### config.mk
export PLATFORM = sky130hd
export DESIGN_NAME = kmms_queue_ram
export DESIGN_NICKNAME = d
export VERILOG_FILES = /design/src/rtl/kmms_queue_ram.sv
export SDC_FILE = /design/constraint.sdc
export NUM_CORES = 2
export LEC_CHECK = 0
export ABC_CLOCK_PERIOD_IN_PS = 9950
export BUFFER_PORTS_ARGS = -buffer_cell sky130_fd_sc_hd__clkbuf_2
export CORE_MARGIN = 2
export CORE_UTILIZATION = 60
export CTS_BUF_LIST = sky130_fd_sc_hd__clkbuf_16
export DETAILED_ROUTE_END_ITERATION = 8
export PLACE_DENSITY = 0.76
export SETUP_SLACK_MARGIN = 0.05
export SYNTH_ARGS = -nofsm -noshare
export SYNTH_HDL_FRONTEND = slang
export SYNTH_SLANG_ARGS = --single-unit
### constraint.sdc
create_clock -name clock -period 9.95 [get_ports clock]
set_clock_uncertainty 0.2 [all_clocks]
set_input_delay 1.4925 -clock clock [delete_from_list [all_inputs] [get_ports clock]]
set_output_delay 1.4925 -clock clock [all_outputs]
set_load 0.02 [all_outputs]
### src/rtl/kmms_queue_ram.sv
// ----------------------------------------------------------------------------
// kmms_queue_ram
// Single write port, single read port memory with registered read data.
// ----------------------------------------------------------------------------
module kmms_queue_ram #(
   parameter int DEPTH = 128,
   parameter int WIDTH = 32
) (
   input  logic                     clock,
   input  logic                     wr_en,
   input  logic [$clog2(DEPTH)-1:0] wr_addr,
   input  logic [WIDTH-1:0]         wr_data,
   input  logic                     rd_en,
   input  logic [$clog2(DEPTH)-1:0] rd_addr,
   output logic [WIDTH-1:0]         rd_data
);
   logic [WIDTH-1:0] mem [DEPTH];
   logic [WIDTH-1:0] rd_data_ff;

   always_ff @(posedge clock) begin
      if (wr_en) begin
         mem[wr_addr] <= wr_data;
      end
   end

   always_ff @(posedge clock) begin
      if (rd_en) begin
         rd_data_ff <= mem[rd_addr];
      end
   end

   assign rd_data = rd_data_ff;
endmodule

# Word-level counts from Yosys, hierarchy flattened

Memory sizes are Yosys's and may differ from the RTL's. A register that Yosys moved wholly into a read port is not among the register bits.
Cells that the tools add are included.

Register bits after elaboration: 0
Memory bits (writable): 4096
Memories: 1

Memories:

| memory | depth | width | rd ports | clocked after Yosys merged registers in | write ports | line | RTL |
|---|---|---|---|---|---|---|---|
| mem    | 128   | 32    | 1        | 1                                       | 1           | 17   | `logic [WIDTH-1:0] mem [DEPTH];` |

Muxes and demuxes: 2

Operator list:

| kind              | number |
|---|---|
| two-way mux 1 bit | 2 |

# Longest topological paths before layout

Word-level depth: 2
Gate-level depth with buffers: 8
Mapped depth without buffers: 4

# Worst setup path after synthesis

No wires, ideal clock.

Path type: input -> register
Start: input wr_en
End: memory mem[98][0], enable pin
Library setup time: 0.461 ns
Arrival time: 4.270 ns
Path slack: 5.019 ns
Stages: 3
Buffers on the path: 1
Cell sequence: clkbuf_1 > nand4_1 > nor3_1

Cells in the longest elaborated chain, start to end: 2

RTL lines:

| element                                 | line | RTL |
|---|---|---|
| start, declared                         | 10   | `input logic wr_en,` |
| two-way mux 1 bit                       | 21   | `if (wr_en) begin` |
| two-way mux 1 bit (implied by the code) | 22   | `mem[wr_addr] <= wr_data;` |
| end, declared                           | 17   |  |

No other way between the ends.

==> qor.csv <==
metric,value,unit
async_flop_share,0,%
maxSlewHeadroom,4.81,%
row_count,187,
cts.htree.levels,5,
cts_tree,done,
slew_violations,0,
synth_top_area_share,79.2,%
grt_max_degree,158,
drt-wirelength-per-cell,43.2,um
grt_pass1_wl,604000,um
rsz0062_at_grt,false,
die_y,515,um
ir_drop,0.000216,V
synth.net_count,6039,
synth_area_per_cell,26.1,um^2
syn_to_final_growth,12.4,%
drtIter0Drc,13100,
post-synth-top-count-cell,edfxtp_1,
whs,0.606,ns
ys_seq_area_share,79.2,%
clock_latency,1.01,ns
cp_max_fo,90,
start_util,60.4,%
cp-end-kind,register,
synth_area_leaders,"edfxtp_1 79%, mux4_2 19%, clkbuf_1 0.44%",
ys_types,16,
vias_per_cell,7.30,
ys_ff_latch,4128,
tightest_slew,1.43,ns
drc,0,
max_freq,193,MHz
ctsHoldBuffers,0,
grt_overflow,0,
synthCells,5990,
p_leak,54.2,nW
die_w,515,um
firstDrtPassIters,9,
grt_util_all_layers,33.6,%
grt_pass1_vias,75600,
drive_gt1_share,35.3,%
grt_antenna_before_repair,49,
place.gp.congestion,0.818,
nets,6421,
die_area,265000,um^2
fin_crit_sh,52.2,%
drtAntennaViolNets,0,
cts_resized,0,
crit_type,in2reg,
clk_pin_slew,0.06,ns
ios,81,
required,10.46,ns
core_area,259000,um^2
ys_warn_count,0,
netlist_area,157000,um^2
hpwl,215000,um
setup_tns,0,ns
numCtsBuffers,410,
power_per_cell_area,207,nW/um^2
finalWorstPathRequiredPeriod,5.19,ns
clockBufferDepth,4,
cts.sinks,4128,
setup_viol,0,
port_buffers,80,
cts_root_buf,clkbuf_16,
cts_setup_buffers,0,
cp-start-kind,primary input,
outcome,completed,
via_count,73900,
worstPathArrival,5.70,ns
finalHoldViolations,0,
drv_cap,0,
synthFlopType,edfxtp_1,
ys_top_cells_by_count,"4128 x edfxtp_1, 1344 x mux4_2, 182 x clkbuf_1",
synth_edf_count,4128,
min_path_type,in2reg,
yosys.area.top_type,edfxtp_1,
drt_wl_total,437000,um
[final cells by class]
type                       count  area [um^2]
clock buffer                 415        10400
tap                         3402         4260
timing repair buffer         286         2330
multi-input combinational   1546        32300
clock inverter               308         2710
fill                       14500        83500
antenna                       32         80.1
sequential                  4128       124000
[worst paths after layout]
kind                 end        start  depth (start not counted)  slack (ns)
max          rd_data[13]   rd_addr[2]                          7        4.76
min          mem[78][19]  wr_data[19]                          1        0.61
max reg2reg  rd_data[13]  mem[31][13]                          4        6.87
min reg2reg  rd_data[24]  mem[30][24]                          4        1.03
[registers in the layout, summed over array words and instances, names as in the netlist]
register  cells
mem        4096
rd_data      32
[critical path, stage by stage]
cell and delay, ns:
buf_8 0.63, buf_4 0.77, buf_4 0.53, mux4_2 0.37, mux4_2 0.61, mux4_2 0.70, mux2_2 0.34
[stage by stage]
stage | worst slack (ns) | instance area, um^2 | utilization, % | instances | power, mW
floorplan | 5.02 | 157000 | - | 5990 | 20.6
global placement | 3.97 | 163000 | 62.8 | 9362 | 21.4
detailed placement | 3.95 | 163000 | 62.8 | 9362 | 21.5
CTS | 4.93 | 176000 | 67.8 | 10100 | 36.5
global route | 4.77 | 176000 | 67.8 | 10100 | 37.1
finish | 4.76 | 176000 | 67.8 | 10100 | 36.4
[power by group]
part / internal (mW) / leakage (nW) / switching (mW)
combinational: 0.682 / 10.4 / 1.18
clock: 8.84 / 6.70 / 6.44
sequential: 19.2 / 37.1 / 0.0557
[cells by family after synthesis]
group,synth area share (%)
flip-flops,79.2
multiplexers,19.6
buffers and inverters,0.837
AND/OR/NAND/NOR,0.445
[cell usage in the layout, fill, tap and decap left out, types with 2 or more instances in the layout]
cell,count
nand4_1,3
nor2b_1,7
clkinv_4,3
clkbuf_2,40
clkinv_2,71
buf_12,21
buf_8,3
mux2_2,32
clkinv_8,2
inv_6,5
clkbuf_16,415
nor3_2,9
nand3_1,8
clkinvlp_4,13
buf_4,221
nand2_1,12
nand2b_1,2
inv_1,73
nor2_4,119
edfxtp_1,4128
nor2_1,3
mux4_2,1344
diode_2,32
nand3_2,4
clkinv_1,89
bufinv_16,51
nand2_2,2
[layer usage]
metal / wire length (um) / part of all wire (%) / vias up / track usage, %
met1: 141000 / 32 / 39300 / 43.8
met4: 30600 / 7.0 / 34 / 20.1
met2: 211000 / 48 / 6219 / 52.5
li1: - / - / 27200 / -
met3: 53900 / 12 / 1200 / 7.65
met5: 217 / 0.050 / - / 0
Note: power is estimated with default switching activity, not from simulation.
