`src/rtl/kmms_pkg.sv`:
```
// ----------------------------------------------------------------------------
// kmms_pkg
// Shared types and defaults for the k-way merge minimum-select block.
// ----------------------------------------------------------------------------
package kmms_pkg;

   localparam int KMMS_LISTS       = 8;
   localparam int KMMS_QUEUE_DEPTH = 16;
   localparam int KMMS_VALUE_W     = 32;
   localparam int KMMS_QINDEX_W    = 3;

   typedef logic signed [KMMS_VALUE_W-1:0] value_type;
   typedef logic [KMMS_QINDEX_W-1:0]       qindex_type;

   typedef enum logic {
      OP_APPEND = 1'b0,
      OP_TAKE   = 1'b1
   } op_type;

   typedef enum logic [1:0] {
      ST_IDLE,
      ST_EXEC,
      ST_POP
   } state_type;

endpackage

```
`src/rtl/kmms_if.sv`:
```


interface kmms_rsp_if;
   import kmms_pkg::*;

   logic       valid;
   logic       ready;
   value_type  out_value;
   qindex_type out_queue;
   logic       out_valid;
   logic       out_full;

   modport source (output valid, output out_value, output out_queue,
                   output out_valid, output out_full, input ready);
   modport sink   (input valid, input out_value, input out_queue,
                   input out_valid, input out_full, output ready);
endinterface

```
`src/rtl/kmms_top_placeholder_never_used.sv`:
```
// ----------------------------------------------------------------------------
// kmms_gate
// Output slot of the result channel: holds one result until it is taken.
// ----------------------------------------------------------------------------
module kmms_gate (
   input  logic                   clock,
   input  logic                   reset,
   input  logic                   load,
   input  kmms_pkg::value_type    value,
   input  kmms_pkg::qindex_type   queue,
   input  logic                   found,
   input  logic                   full,
   output logic                   slot_free,
   kmms_rsp_if.source             rsp_if
);
   import kmms_pkg::*;

   logic       rsp_valid_ff, rsp_valid_in;
   value_type  rsp_value_ff;
   qindex_type rsp_queue_ff;
   logic       rsp_found_ff;
   logic       rsp_full_ff;

   assign slot_free = !rsp_valid_ff || rsp_if.ready;

   always_comb begin
      rsp_valid_in = rsp_valid_ff;
      if (load) begin
         rsp_valid_in = 1'b1;
      end else if (rsp_if.ready) begin
         rsp_valid_in = 1'b0;
      end
   end

   always_ff @(posedge clock) begin
      if (reset) begin
         rsp_valid_ff <= 1'b0;
      end else begin
         rsp_valid_ff <= rsp_valid_in;
      end
   end

   always_ff @(posedge clock) begin
      if (load) begin
         rsp_value_ff <= value;
         rsp_queue_ff <= queue;
         rsp_found_ff <= found;
         rsp_full_ff  <= full;
      end
   end

   assign rsp_if.valid     = rsp_valid_ff;
   assign rsp_if.out_value = rsp_value_ff;
   assign rsp_if.out_queue = rsp_queue_ff;
   assign rsp_if.out_valid = rsp_found_ff;
   assign rsp_if.out_full  = rsp_full_ff;

   assert property (@(posedge clock) disable iff (reset)
      rsp_valid_ff |-> !(rsp_found_ff && rsp_full_ff))
      else $error("result marks both a found value and a full queue");
endmodule
```
`src/flat_wrapper.sv`:
```
// flat-port wrapper written by rule: the top's interface ports become plain ports
module kmms_gate_flat import kmms_pkg::*;
  (clock, reset, load, value, queue, found, full, slot_free, rsp_if_valid, rsp_if_out_value, rsp_if_out_queue, rsp_if_out_valid, rsp_if_out_full, rsp_if_ready);
  kmms_rsp_if rsp_if_i ();
  input  logic clock;
  input  logic reset;
  input  logic load;
  input  kmms_pkg::value_type value;
  input  kmms_pkg::qindex_type queue;
  input  logic found;
  input  logic full;
  output logic slot_free;
  output wire logic [$bits(rsp_if_i.valid)-1:0] rsp_if_valid;
  output wire logic [$bits(rsp_if_i.out_value)-1:0] rsp_if_out_value;
  output wire logic [$bits(rsp_if_i.out_queue)-1:0] rsp_if_out_queue;
  output wire logic [$bits(rsp_if_i.out_valid)-1:0] rsp_if_out_valid;
  output wire logic [$bits(rsp_if_i.out_full)-1:0] rsp_if_out_full;
  input wire logic [$bits(rsp_if_i.ready)-1:0] rsp_if_ready;
  assign rsp_if_valid = rsp_if_i.valid;
  assign rsp_if_out_value = rsp_if_i.out_value;
  assign rsp_if_out_queue = rsp_if_i.out_queue;
  assign rsp_if_out_valid = rsp_if_i.out_valid;
  assign rsp_if_out_full = rsp_if_i.out_full;
  assign rsp_if_i.ready = rsp_if_ready;
  kmms_gate u_core (.clock(clock), .reset(reset), .load(load), .value(value), .queue(queue), .found(found), .full(full), .slot_free(slot_free), .rsp_if(rsp_if_i));
endmodule
```
`config.mk`:
```
export PLATFORM = sky130hd
export DESIGN_NAME = kmms_gate_flat
export DESIGN_NICKNAME = d
export VERILOG_FILES = /design/src/rtl/kmms_pkg.sv /design/src/rtl/kmms_if.sv /design/src/rtl/kmms_top_placeholder_never_used.sv /design/src/flat_wrapper.sv
export SDC_FILE = /design/constraint.sdc
export NUM_CORES = 1
export LEC_CHECK = 0
export BUFFER_PORTS_ARGS = -buffer_cell sky130_fd_sc_hd__buf_2
export CORE_ASPECT_RATIO = 0.6
export CORE_MARGIN = 5
export CORE_UTILIZATION = 39
export DETAILED_ROUTE_END_ITERATION = 8
export PLACE_DENSITY = 0.78
export SYNTH_ARGS = -nofsm -noshare
export SYNTH_HDL_FRONTEND = slang
export SYNTH_SLANG_ARGS = --single-unit
```
`constraint.sdc`:
```
create_clock -name clock -period 0.8 [get_ports clock]
set_input_delay 0.16 -clock clock [delete_from_list [all_inputs] [get_ports clock]]
set_output_delay 0.16 -clock clock [all_outputs]
set_load 0.005 [all_outputs]
```
# Yosys cells after proc, flatten, opt, wreduce, memory -nomap -nowiden
# Index checks and enable logic that the tools add are counted.
# classes
muxes,2
n_reduce_logical,3
# op_table
cell,n
$mux 1,2
$reduce_bool 2->1,1
$logic_not 1->1,1
$logic_or 1x1->1,1
# totals
ff_bits,38
out_inout_bits,39
input_bits,41
wordCells,10

# Logic depth before layout (Yosys ltp)
# depth
ltp_word,2
mapped_depth,2

# Worst setup path before layout
# OpenSTA, ideal clock, no wires.
# synth_path
path_kind,reg2reg
from,register u_core.rsp_if.valid (netlist name)
to,register u_core.rsp_valid_ff (netlist: u_core.rsp_if.valid)
stages_incl_launch_ff,3
n_path_buf,0
required_ps,734
setup_time_ps,66
slack_ps,193
arrival_time_ps,541
cell_sequence,dfxtp_1 nand2b_4 a21oi_2
# synth_rtl
element,line_no,source
end signal: assignment,kmms_top_placeholder_never_used.sv:39,rsp_valid_ff <= rsp_valid_in;
end: declaration,kmms_top_placeholder_never_used.sv:18,"logic rsp_valid_ff, rsp_valid_in;"

# Final worst setup path
# layout_path
from,register u_core.rsp_valid_ff (netlist: u_core.rsp_if.valid)
to,output port slot_free
# layout_between
elab_chain_cells,2
# layout_rtl
element,line_no,source
$logic_not 1->1,kmms_top_placeholder_never_used.sv:24,assign slot_free = !rsp_valid_ff || rsp_if.ready;
$logic_or 1x1->1,kmms_top_placeholder_never_used.sv:24,
end: declaration,flat_wrapper.sv:12,output logic slot_free;
# Every way passes these cells.

==> metrics.csv <==
stage,metric,value,unit
run_status,outcome,finished with violations,
run_status,violated checks,setup timing,
global_route,GR Util All Layers,13.0,%
setup_path,worst-path fanout max,2,
clocking,Clock Latency Late Sink,270,ps
job,max-cap viol count,0,
pwr,pwr dens,2530,nW/µm²
floorplan,core area,2850,µm²
final_layout,final net count,172,
global_route,global-route wire length before repair,3750,µm
clocking,root buffer cell,clkbuf_8,
synthesis,"Seq/Total Area, Yosys",97.7,%
final_layout,layout cells sized above 1,70.5,%
synthesis,synthesized flop and latch total,38,
timing,count of final setup violators,40,
routing,Starting DRT DRC Count,3,
timing,Max Slew Vio Count,0,
timing,Final period util,121,%
synthesis,Avg Inst Size Synth,28.2,µm²
routing,post-route ant nets,0,
setup_path,crit start category,flop,
placed_design,Placement Setup Slack,4.27,ps
timing,Final TNS setup,-4930,ps
routing,vias per inst,4.06,
timing,Final Hold Viols,0,
routing,drt total wl,2410,µm
placed_design,Placed Area,1650,µm²
floorplan,die width,80.3,µm
clocking,CTS Buf Count,5,
routing,WL/cell,13.9,µm
timing,FMAX,1030,MHz
timing,unrepaired setup endpoints after global routing,yes,
final_layout,Filler Cell Count,235,
clocking,CTS Hold Bufs,0,
clocking,CTS tree,built,
pwr,Leak,0.794,nW
routing,detailed-router iteration count before antenna repair,3,
final_layout,# diodes,0,
timing,clk_skew,0,ps
synthesis,Synth Cell Area,1160,µm²
clocking,CTS Sinks,38,
synthesis,Post-Synthesis Cells,41,
floorplan,initial core utilization,40.6,%
clocking,clock-pin transition on the worst setup and hold timing paths,70,ps
setup_path,Setup crit end kind,output port,
global_route,number of global-route vias before repair,818,
setup_path,Worst EP required,640,ps
synthesis,post-synthesis net count,82,
floorplan,FP Rows,15,
floorplan,die area,4190,µm²
routing,DRC Markers,0,
final_layout,Layout Area Growth over Synthesis,56.3,%
clocking,H-tree depth,2,
global_route,initial antenna violation count,0,
placed_design,Final GP Congestion,0.693,
routing,detailed-route via count,707,
floorplan,Die Ht,52.2,µm
global_route,total gr overflow,0,
setup_path,reg2reg setup slack,-30,ps
timing,Tmin final,967,ps
timing,relative slew slack,92.4,%
placed_design,number of buffers inserted by port buffering,79,
timing,Final WS setup,-167,ps
synthesis,YS warnings,0,
setup_path,critical path class,reg -> out,
pwr,Peak VDD IR,0.00138,V
setup_path,worst path arrival time,810,ps
clocking,deepest clock path buffer count,2,
timing,worst slew pin tran,114,ps
floorplan,num ports,80,
synthesis,synth unique cells,5,
global_route,largest net degree at the start of global routing,22,
hold_path,worst hold-check path type,in -> reg,
final_layout,Final Cell Area,1810,µm²
[cells in the final DEF, fill, tap and decap left out]
| cell type | instances |
|---|---|
| a21oi_2 | 1 |
| buf_12 | 2 |
| buf_2 | 77 |
| buf_4 | 2 |
| buf_6 | 2 |
| bufinv_16 | 2 |
| clkbuf_8 | 5 |
| clkinv_1 | 1 |
| dfxtp_4 | 1 |
| edfxtp_1 | 37 |
| inv_1 | 1 |
| nand2b_4 | 1 |
[layer usage]
layer  vias to the layer above  routed length, µm  GRT usage, %
met1                       318                749          11.0
met5                         -                  0             0
met2                        47               1200          21.8
met3                         2                442          10.1
met4                         0                 17          6.74
li1                        340                  -             -
[through the flow]
stage | power [mW] | utilization, % | hold slack [ps] | std cells
floorplan | 2.47 | - | 222 | 41
global placement | 2.76 | 57.7 | 320 | 164
detailed placement | 2.78 | 57.7 | 326 | 164
CTS | 4.64 | 62.9 | 17.2 | 173
global route | 4.80 | 63.4 | 10.8 | 174
finish | 4.57 | 63.4 | 28.6 | 174
[final timing paths]
kind                  startpoint                   to  depth (start not counted)
max          u_core.rsp_if.valid            slot_free                          2
min                        reset  u_core.rsp_if.valid                          2
max reg2reg  u_core.rsp_if.valid  u_core.rsp_if.valid                          4
min reg2reg  u_core.rsp_if.valid  u_core.rsp_if.valid                          4
[cells in the mapped netlist]
cell,count,area share (%)
edfxtp_1,37,96
inv_1,1,0.32
dfxtp_1,1,1.7
nand2b_4,1,1.2
a21oi_2,1,0.76
[layout make-up]
type                       count  area (µm²)  area share [%]
clock inverter                 3        63.8            3.53
clock buffer                   5        68.8            3.80
inverter                       1        3.75           0.207
sequential                    38        1130            62.7
multi-input combinational      2        22.5            1.24
timing repair buffer          83         463            25.6
tap                           42        52.6            2.90
[cells by family (layout without fill, tap and decap cells)]
logic type | count (synthesis) | after routing | share of synthesized area [%]
AOI/OAI and AO/OA | 1 | 1 | 0.757
buffers and inverters | 1 | 92 | 0.324
DFF | 38 | 38 | 97.7
and+or+nand+nor | 1 | 1 | 1.19
[flip-flops by register name (all words and copies together), names as in the netlist]
register and count:
u_core.rsp_if.out_value 32, u_core.rsp_if.out_queue 3, u_core.rsp_if.out_full 1, u_core.rsp_if.out_valid 1, u_core.rsp_if.valid 1
[worst max-delay path, cell delays in order, from the launching register on]
cell and delay (ps):
dfxtp_4 370, nand2b_4 50, buf_6 110
[where the power goes]
| part | total (mW) | internal [mW] | switching, mW |
|---|---|---|---|
| logic | 0.348 | 0.201 | 0.148 |
| clock network | 1.83 | 1.23 | 0.599 |
| registers | 2.39 | 2.35 | 0.0363 |
[timing repair]
action / 4_1_cts / 5_1_grt
setup buffers: 1 / 1
gates resized for setup: 2 / 2
pin swaps: 0 / 1
endpoints found under the setup margin: 39 / 39
No activity file was read; power rests on OpenSTA's default activity.
