<file path="src/rtl/kmms_pkg.sv">
// ----------------------------------------------------------------------------
// kmms_pkg
// Shared types and defaults for the k-way merge minimum-select block.
// ----------------------------------------------------------------------------
package kmms_pkg;

   localparam int KMMS_LISTS       = 8;
   localparam int KMMS_QUEUE_DEPTH = 16;
   localparam int KMMS_VALUE_W     = 32;
   localparam int KMMS_QINDEX_W    = 3;

   typedef logic signed [KMMS_VALUE_W-1:0] value_type;
   typedef logic [KMMS_QINDEX_W-1:0]       qindex_type;

   typedef enum logic {
      OP_APPEND = 1'b0,
      OP_TAKE   = 1'b1
   } op_type;

   typedef enum logic [1:0] {
      ST_IDLE,
      ST_EXEC,
      ST_POP
   } state_type;

endpackage

</file>
<file path="src/rtl/kmms_min_select.sv">
// ----------------------------------------------------------------------------
// kmms_min_select
// Compare tree over the cached queue heads; lowest queue number wins ties.
// ----------------------------------------------------------------------------
module kmms_min_select #(
   parameter int LISTS = 8,
   parameter int QW    = 3
) (
   input  logic                    leaf_vld [LISTS],
   input  kmms_pkg::value_type     leaf_val [LISTS],
   output logic                    win_vld,
   output kmms_pkg::value_type     win_val,
   output logic [QW-1:0]           win_q
);
   import kmms_pkg::*;

   localparam int LEVELS = $clog2(LISTS);
   localparam int LEAVES = 2 ** LEVELS;
   localparam int NODES  = 2 * LEAVES - 1;

   logic          node_vld [NODES];
   value_type     node_val [NODES];
   logic [QW-1:0] node_q   [NODES];

   for (genvar j = 0; j < LEAVES; j++) begin : g_leaf
      if (j < LISTS) begin : g_used
         assign node_vld[LEAVES-1+j] = leaf_vld[j];
         assign node_val[LEAVES-1+j] = leaf_val[j];
         assign node_q[LEAVES-1+j]   = QW'(j);
      end else begin : g_pad
         assign node_vld[LEAVES-1+j] = 1'b0;
         assign node_val[LEAVES-1+j] = '0;
         assign node_q[LEAVES-1+j]   = '0;
      end
   end

   // Left child holds the lower queue numbers: keep it on equal values.
   for (genvar i = 0; i < LEAVES - 1; i++) begin : g_node
      logic take_left;
      assign take_left = node_vld[2*i+1] &&
                         (!node_vld[2*i+2] || (node_val[2*i+1] <= node_val[2*i+2]));
      assign node_vld[i] = node_vld[2*i+1] || node_vld[2*i+2];
      assign node_val[i] = take_left ? node_val[2*i+1] : node_val[2*i+2];
      assign node_q[i]   = take_left ? node_q[2*i+1]   : node_q[2*i+2];
   end

   assign win_vld = node_vld[0];
   assign win_val = node_val[0];
   assign win_q   = node_q[0];
endmodule

</file>
<file path="config.mk">
export PLATFORM = sky130hd
export DESIGN_NAME = kmms_min_select
export DESIGN_NICKNAME = d
export VERILOG_FILES = /design/src/rtl/kmms_pkg.sv /design/src/rtl/kmms_min_select.sv
export SDC_FILE = /design/constraint.sdc
export NUM_CORES = 1
export LEC_CHECK = 0
export BUFFER_PORTS_ARGS = -buffer_cell sky130_fd_sc_hd__buf_4
export CORE_AREA = 2 2 211 161
export DETAILED_ROUTE_END_ITERATION = 8
export DIE_AREA = 0 0 213 163
export SYNTH_ARGS = -nofsm -noshare
export SYNTH_HDL_FRONTEND = slang
export SYNTH_SLANG_ARGS = --single-unit
export TNS_END_PERCENT = 100
</file>
<file path="constraint.sdc">
create_clock -name vclk -period 7.95
set_input_delay 0.795 -clock vclk [all_inputs]
set_output_delay 0.795 -clock vclk [all_outputs]
set_load 0.01 [all_outputs]
</file>
* Yosys cells after proc, flatten, opt, wreduce, memory -nomap -nowiden *
Cells that the tools add are included.

cells by class
  magnitude comparators = 7
  reduce and logical (&&, ||, !) cells = 28
  multiplexer cells = 14

operator list
  operator                         number
  less-or-equal comparator 32 bit  7
  2-to-1 mux 32 bit                7
  logical OR 1 bit                 14
  2-to-1 mux 3 bit                 3
  logical AND 1 bit                7
  zero test 1 bit                  7
  2-to-1 mux 1 bit                 4

storage, ports and cells
  input port bits = 264
  flip-flop bits (word level) = 0
  logic and storage cells = 49
  output and inout bits = 36

* Logic depth before layout (Yosys ltp) *
Gate-level depths: netlist of the first run.

  word-level depth = 12
  gate-level depth with buffers = 34
  depth with buffers taken out = 27

* Worst setup path before layout of the first run *
No wires, ideal clock.

  path kind = input to output
  from = input port leaf_val[87] (netlist name)
  to = output port win_q[0]
  arrival time = 7.925 ns
  stages on the path = 32
  slack = -0.770 ns
  data required time = 7.155 ns
  buffers on the path = 7
  cells stage by stage = inv_1 > ha_1 > nand4_1 > or4_1 > o41a_1 > buf_2 > nand2_1 > o31ai_2 > a21o_1 > buf_2 > buf_1 > a21o_1 > ha_1 > a211o_1 > a221o_1 > o31ai_1 > o2bb2ai_1 > or2_2 > clkbuf_1 > clkbuf_1 > a211oi_2 > a21o_1 > ha_1 > and4_1 > a221oi_1 > nor3_1 > or4b_1 > mux2i_1 > or2_1 > buf_2 > buf_2 > mux2i_1

between the ends
  longest elaborated chain between the ends = 12
  elaborated cells between the ends (all ways) = 14
  those cells by class = order compare: 3; mux: 5; reduce/logical: 6

ends and longest elaborated chain
  element                          RTL line               text
  start: declaration               kmms_min_select.sv:10  input kmms_pkg::value_type leaf_val [LISTS],
  less-or-equal comparator 32 bit  kmms_min_select.sv:41  (!node_vld[2*i+2] || (node_val[2*i+1] <= node_val[2*i+2]));
  logical OR 1 bit                 kmms_min_select.sv:41
  logical AND 1 bit                kmms_min_select.sv:40  assign take_left = node_vld[2*i+1] &&
  2-to-1 mux 32 bit                kmms_min_select.sv:43  assign node_val[i] = take_left ? node_val[2*i+1] : node_val[2*i+2];
  less-or-equal comparator 32 bit  kmms_min_select.sv:41
  logical OR 1 bit                 kmms_min_select.sv:41
  logical AND 1 bit                kmms_min_select.sv:40
  2-to-1 mux 32 bit                kmms_min_select.sv:43
  less-or-equal comparator 32 bit  kmms_min_select.sv:41
  logical OR 1 bit                 kmms_min_select.sv:41
  logical AND 1 bit                kmms_min_select.sv:40
  2-to-1 mux 3 bit (*)             kmms_min_select.sv:44  assign node_q[i] = take_left ? node_q[2*i+1] : node_q[2*i+2];
  end: declaration                 kmms_min_select.sv:13  output logic [QW-1:0] win_q

Mark *: on every way between the ends. The rest lies on a longest branch, timed or not.

* Worst setup path in the final report of the first run *
  from = input port leaf_val[21] (netlist name)
  to = output port win_val[8]

between the ends
  longest elaborated chain between the ends = 12

ends and longest elaborated chain
  element                          RTL line               text
  less-or-equal comparator 32 bit  kmms_min_select.sv:41
  logical OR 1 bit                 kmms_min_select.sv:41
  logical AND 1 bit                kmms_min_select.sv:40
  2-to-1 mux 32 bit (*)            kmms_min_select.sv:43
  less-or-equal comparator 32 bit  kmms_min_select.sv:41
  logical OR 1 bit                 kmms_min_select.sv:41
  logical AND 1 bit                kmms_min_select.sv:40
  2-to-1 mux 32 bit (*)            kmms_min_select.sv:43
  less-or-equal comparator 32 bit  kmms_min_select.sv:41
  logical OR 1 bit                 kmms_min_select.sv:41
  logical AND 1 bit                kmms_min_select.sv:40
  2-to-1 mux 32 bit (*)            kmms_min_select.sv:43
  end: declaration                 kmms_min_select.sv:12  output kmms_pkg::value_type win_val,

Marks and branches as above.

==> results of run 1 <==
-- path summary, 6_finish.rpt --
| kind | cells past startpoint | startpoint | to |
|---|---|---|---|
| hold / removal | 4 | leaf_vld[4] | win_vld |
| setup / recovery | 36 | leaf_val[21] | win_val[8] |
-- power by group --
| part | internal [mW] | switching [mW] |
|---|---|---|
| clock network | 0 | 0 |
| registers | 0 | 0 |
| logic | 2.05 | 1.91 |
| total | 2.05 | 1.91 |
-- cells by family after synthesis --
logic type,count (synthesis),synth area share [%]
simple gates,315,16.8
buf+inv,250,10.1
mux,3,0.311
compound gates,583,43.8
fa+ha+maj,224,29.0
-- metal layers --
layer	routed length [um]	global-route usage (%)	vias up
li1	-	-	7267
met1	24700	37.8	7241
met2	25000	45.5	507
met3	2810	1.58	73
met4	1250	5.88	0
met5	0	0	-
-- cell usage after synthesis (all sizes together), types with 2 or more instances --
| cell type | instances | area [um^2] |
|---|---|---|
| nor3 | 7 | 35.0 |
| a21o | 100 | 751 |
| inv | 162 | 608 |
| nand4 | 43 | 269 |
| nand3b | 2 | 15.0 |
| and3 | 62 | 388 |
| nor2b | 12 | 75.1 |
| nand3 | 22 | 110 |
| o211ai | 16 | 120 |
| o21bai | 2 | 15.0 |
| buf | 18 | 98.8 |
| o31a | 2 | 17.5 |
| a211oi | 105 | 888 |
| a21boi | 37 | 278 |
| nor4 | 9 | 56.3 |
| a221o | 5 | 50.1 |
| o21ai | 33 | 165 |
| or4b | 2 | 20.0 |
| a2111oi | 3 | 26.3 |
| and2 | 3 | 18.8 |
| mux2i | 3 | 30.0 |
| nor2 | 89 | 334 |
| nand2 | 49 | 184 |
| o32ai | 64 | 561 |
| a21oi | 118 | 591 |
| or2 | 4 | 25.0 |
| o31ai | 6 | 50.1 |
| o2bb2ai | 2 | 17.5 |
| and4 | 7 | 61.3 |
| clkbuf | 70 | 263 |
| a311oi | 33 | 289 |
| a2bb2oi | 2 | 17.5 |
| a31oi | 37 | 231 |
| o21a | 4 | 30.0 |
| a211o | 2 | 17.5 |
| ha | 224 | 2800 |
-- through the flow --
stage | setup TNS (ns) | power [mW] | setup slack (ns) | cells
global route | -32.22 | 4.20 | -0.982 | 2781
detailed placement | -44.86 | 3.18 | -1.35 | 2688
finish | -25.57 | 3.95 | -0.798 | 2781
CTS | -16.70 | 3.41 | -0.539 | 2706
global placement | -39.68 | 3.14 | -1.21 | 2688
floorplan | -0.889 | 1.56 | -0.0817 | 1375
-- repair_timing --
action / CTS / global route
pin swaps: 34 / 99
setup buffers: 11 / 67
setup endpoints to repair: 35 / 35
cloned: 7 / 12
resized for setup: 117 / 352
-- critical path: cells and delay by family --
family / cells / cell delay (ns)
AND/OR/NAND/NOR: 8 / 1.94
multiplexers: 2 / 0.40
buffers and inverters: 11 / 1.70
adder cells (fa/ha/maj): 3 / 0.74
AO/OA/AOI/OAI: 12 / 2.31
-- area by class of cell --
type	instances	share of cell area [%]
inverters	162	2.97
multi-input cells	1128	53.5
well taps	450	2.71
repair buffers	1041	40.9
==> results.toml, run 1 <==
[final_layout]
stdcell_area_um2 = 20800
nClkBuffers = 0
diodes = 0
ff_latch_area_um2 = 0
final_util_pct = 63.2
final_cell_mix = "949 x buf_4, 182 x ha_1, 147 x inv_1"
design.seq.count = 0
syn_to_final_growth_pct = 115
finish.net_count = 2821
nFillCells = 2851
final_common_cell = "buf_4"
layout-drive-gt1-share_pct = 58.6
multiInputGateArea_um2 = 11100

[placement]
gp_congestion = 0.967
io_buffers = 300
dp_hpwl_um = 42100
placed_cell_area_um2 = 17500

[run]
max_cap_violations = 0

[global_routing]
grt_max_degree = 35
antenna_found_initial = 0
track_usage_pct = 27.0
grt_pass1_wl_um = 74000
grt_pass1_vias = 14154
grt_overflow = 0

[die]
rows = 58
die_y_um = 163
io_pins = 300
design.core.area_um2 = 32900
initial_core_util_pct = 29.3
dieArea_um2 = 34700
die_x_um = 213

[timing]
rsz0062_at_grt = "yes"
finalSetupViolations = 35
hold_ws_ns = 2.02
hold_violations = 0
fmax_ghz = 0.114
fin_crit_sh_pct = 110
worstMarginPinSlew_ns = 1.12
fin_crit_ns = 8.75
slew_violations = 0
slew_headroom_pct = 24.7
worst_slack_ns = -0.798

[clock_network]
cts-hold-fix-buffers = 0

[drt]
drt_drc_violations_left = 0
ant_nets = 0
via_per_inst = 5.43
dr_total_vias = 15088
drtIter0Drc = 1064
firstDrtPassIters = 5
routedWlPerCell_um = 19.3
routed_wl_um = 53700

[yosys]
syn-cell-area_um2 = 9650
ys_seq_area_share_pct = 0
synth_area_per_cell_um2 = 7.02
syn_inst = 1375
ys.warnings.count = 0
ys_types = 60
syn-num-nets = 1863

[critical_path]
critPathRequiredTime_ns = 7.15
cpPeakStageDelay_ns = 0.35
end_kind = "output pin"
critPathMaxFanout = 12
cpMaxStageDelayCell = "or3_1"
worstSetupStartpointType = "primary input"
crit_arrival_ns = 7.95
critical_path_class = "in -> out"
cp_common_cell = "buf_4"

[power]
power.density_nw_per_um2 = 190
peakVddDrop_mv = 0.270
p_leak_nw = 10.5

[status]
violations = "negative setup slack"
outcome = "complete, but fails checks"

[worst_hold_path]
holdCritPathClass = "in -> out"
No activity file was read; power rests on OpenSTA's default activity.
==> inputs of run 2 (changes only) <==
--- a/config.mk
+++ b/config.mk
@@ -6,9 +6,9 @@
 export NUM_CORES = 1
 export LEC_CHECK = 0
 export BUFFER_PORTS_ARGS = -buffer_cell sky130_fd_sc_hd__buf_4
-export CORE_AREA = 2 2 211 161
+export CORE_AREA = 2 2 183 185
 export DETAILED_ROUTE_END_ITERATION = 8
-export DIE_AREA = 0 0 213 163
+export DIE_AREA = 0 0 185 187
 export SYNTH_ARGS = -nofsm -noshare
 export SYNTH_HDL_FRONTEND = slang
 export SYNTH_SLANG_ARGS = --single-unit
==> run 2 against run 1 <==
Net effect:
- the run still ends with negative setup slack left
- flip-flop and latch count unchanged
- critical path depth decreased by 3
- utilization decreased by 2.0 points
- count of clock-buffer cells in the layout unchanged
- worst setup slack improved by 0.084 ns
- wire length decreased by 4.9%
- via count decreased by 3.9%
- design area decreased by 3.1%
- non-clock buffer count decreased by 41
- combinational power increased by 8.9%
==> results.toml, run 2 (same netlist as run 1, synthesis figures left out) <==
[timing]
fin_crit_ns = 8.66
slew_headroom_pct = 26.8
fin_crit_sh_pct = 109
rsz0062_at_grt = "yes"
hold_violations = 0
finalSetupViolations = 35
fmax_ghz = 0.115
worstMarginPinSlew_ns = 1.09
worst_slack_ns = -0.714
slew_violations = 0
hold_ws_ns = 2.01

[drt]
routedWlPerCell_um = 18.7
drtIter0Drc = 676
ant_nets = 0
dr_total_vias = 14501
routed_wl_um = 51100
via_per_inst = 5.30
firstDrtPassIters = 5
drt_drc_violations_left = 0

[clock_network]
cts-hold-fix-buffers = 0

[final_layout]
nClkBuffers = 0
diodes = 0
ff_latch_area_um2 = 0
nFillCells = 2895
syn_to_final_growth_pct = 109
design.seq.count = 0
final_cell_mix = "915 x buf_4, 198 x ha_1, 156 x inv_1"
final_common_cell = "buf_4"
finish.net_count = 2778
layout-drive-gt1-share_pct = 55.0

[global_routing]
grt_pass1_wl_um = 78000
grt_pass1_vias = 14827
grt_overflow = 0
grt_max_degree = 35
track_usage_pct = 27.9
antenna_found_initial = 0

[die]
rows = 67
die_y_um = 187
io_pins = 300
dieArea_um2 = 34600
initial_core_util_pct = 29.4
design.core.area_um2 = 32900
die_x_um = 185

[critical_path]
critPathMaxFanout = 8
cp_common_cell = "buf_4"
crit_arrival_ns = 7.87
critical_path_class = "in -> out"
worstSetupStartpointType = "primary input"
critPathRequiredTime_ns = 7.15
cpPeakStageDelay_ns = 0.47
end_kind = "output pin"
cpMaxStageDelayCell = "a2111oi_4"

[status]
outcome = "complete, but fails checks"
violations = "negative setup slack"

[placement]
dp_hpwl_um = 40800
detailedPlace.worstSlack_ns = -1.69
io_buffers = 300
gp_congestion = 0.984

[power]
peakVddDrop_mv = 0.148
p_leak_nw = 10.3
power.density_nw_per_um2 = 214

[run]
max_cap_violations = 0

[worst_hold_path]
holdCritPathClass = "in -> out"
## run 2: worst max-delay path, delay by kind of cell
kind	cells	cell delay, ns
and+or+nand+nor	9	2.10
AOI/OAI and AO/OA	11	2.46
muxes	1	0.09
buffers and inverters	9	1.55
adders and majority gates	3	0.85
## run 2: metal layers
layer	vias to the layer above	part of all wire [%]	track usage, %
met5	-	0	0
met4	0	3.3	6.81
met3	87	5.0	1.93
met2	458	47	48.3
met1	6795	44	37.4
li1	7161	-	-
## run 2: final timing paths
kind,endpoint,startpoint,cells past startpoint
setup / recovery,win_val[17],leaf_val[170],33
hold / removal,win_vld,leaf_vld[4],4
## run 2: per-stage QoR
| stage | setup TNS (ns) | total power, mW | std cells | area, um^2 | util [%] |
|---|---|---|---|---|---|
| after floorplan | -0.889 | 1.56 | 1375 | 10000 | - |
| after global placement | -53.21 | 3.18 | 2674 | 17400 | 53.1 |
| after detailed placement | -54.70 | 3.23 | 2674 | 17400 | 53.1 |
| after CTS | -13.84 | 3.99 | 2717 | 19500 | 59.3 |
| after global routing | -30.36 | 4.55 | 2736 | 20100 | 61.3 |
| final | -22.39 | 4.30 | 2736 | 20100 | 61.3 |
## run 2: cell type report
cell class / count / area, um^2 / area share, %
multi-input combinational: 1126 / 10700 / 53.3
timing repair buffer: 1000 / 8220 / 40.8
inverter: 162 / 613 / 3.05
tap: 448 / 561 / 2.78
## run 2: what timing repair did
item,4_1_cts,5_1_grt
gates resized for setup,283,90
pin swaps,87,42
setup buffers,33,20
gates cloned,12,3
setup endpoints to repair,35,35
## run 2: power by group
part	switching [mW]	total (mW)	leakage, nW	internal (mW)
combinational	2.00	4.30	10.3	2.30
clock	0	0	0	0
sequential	0	0	0	0
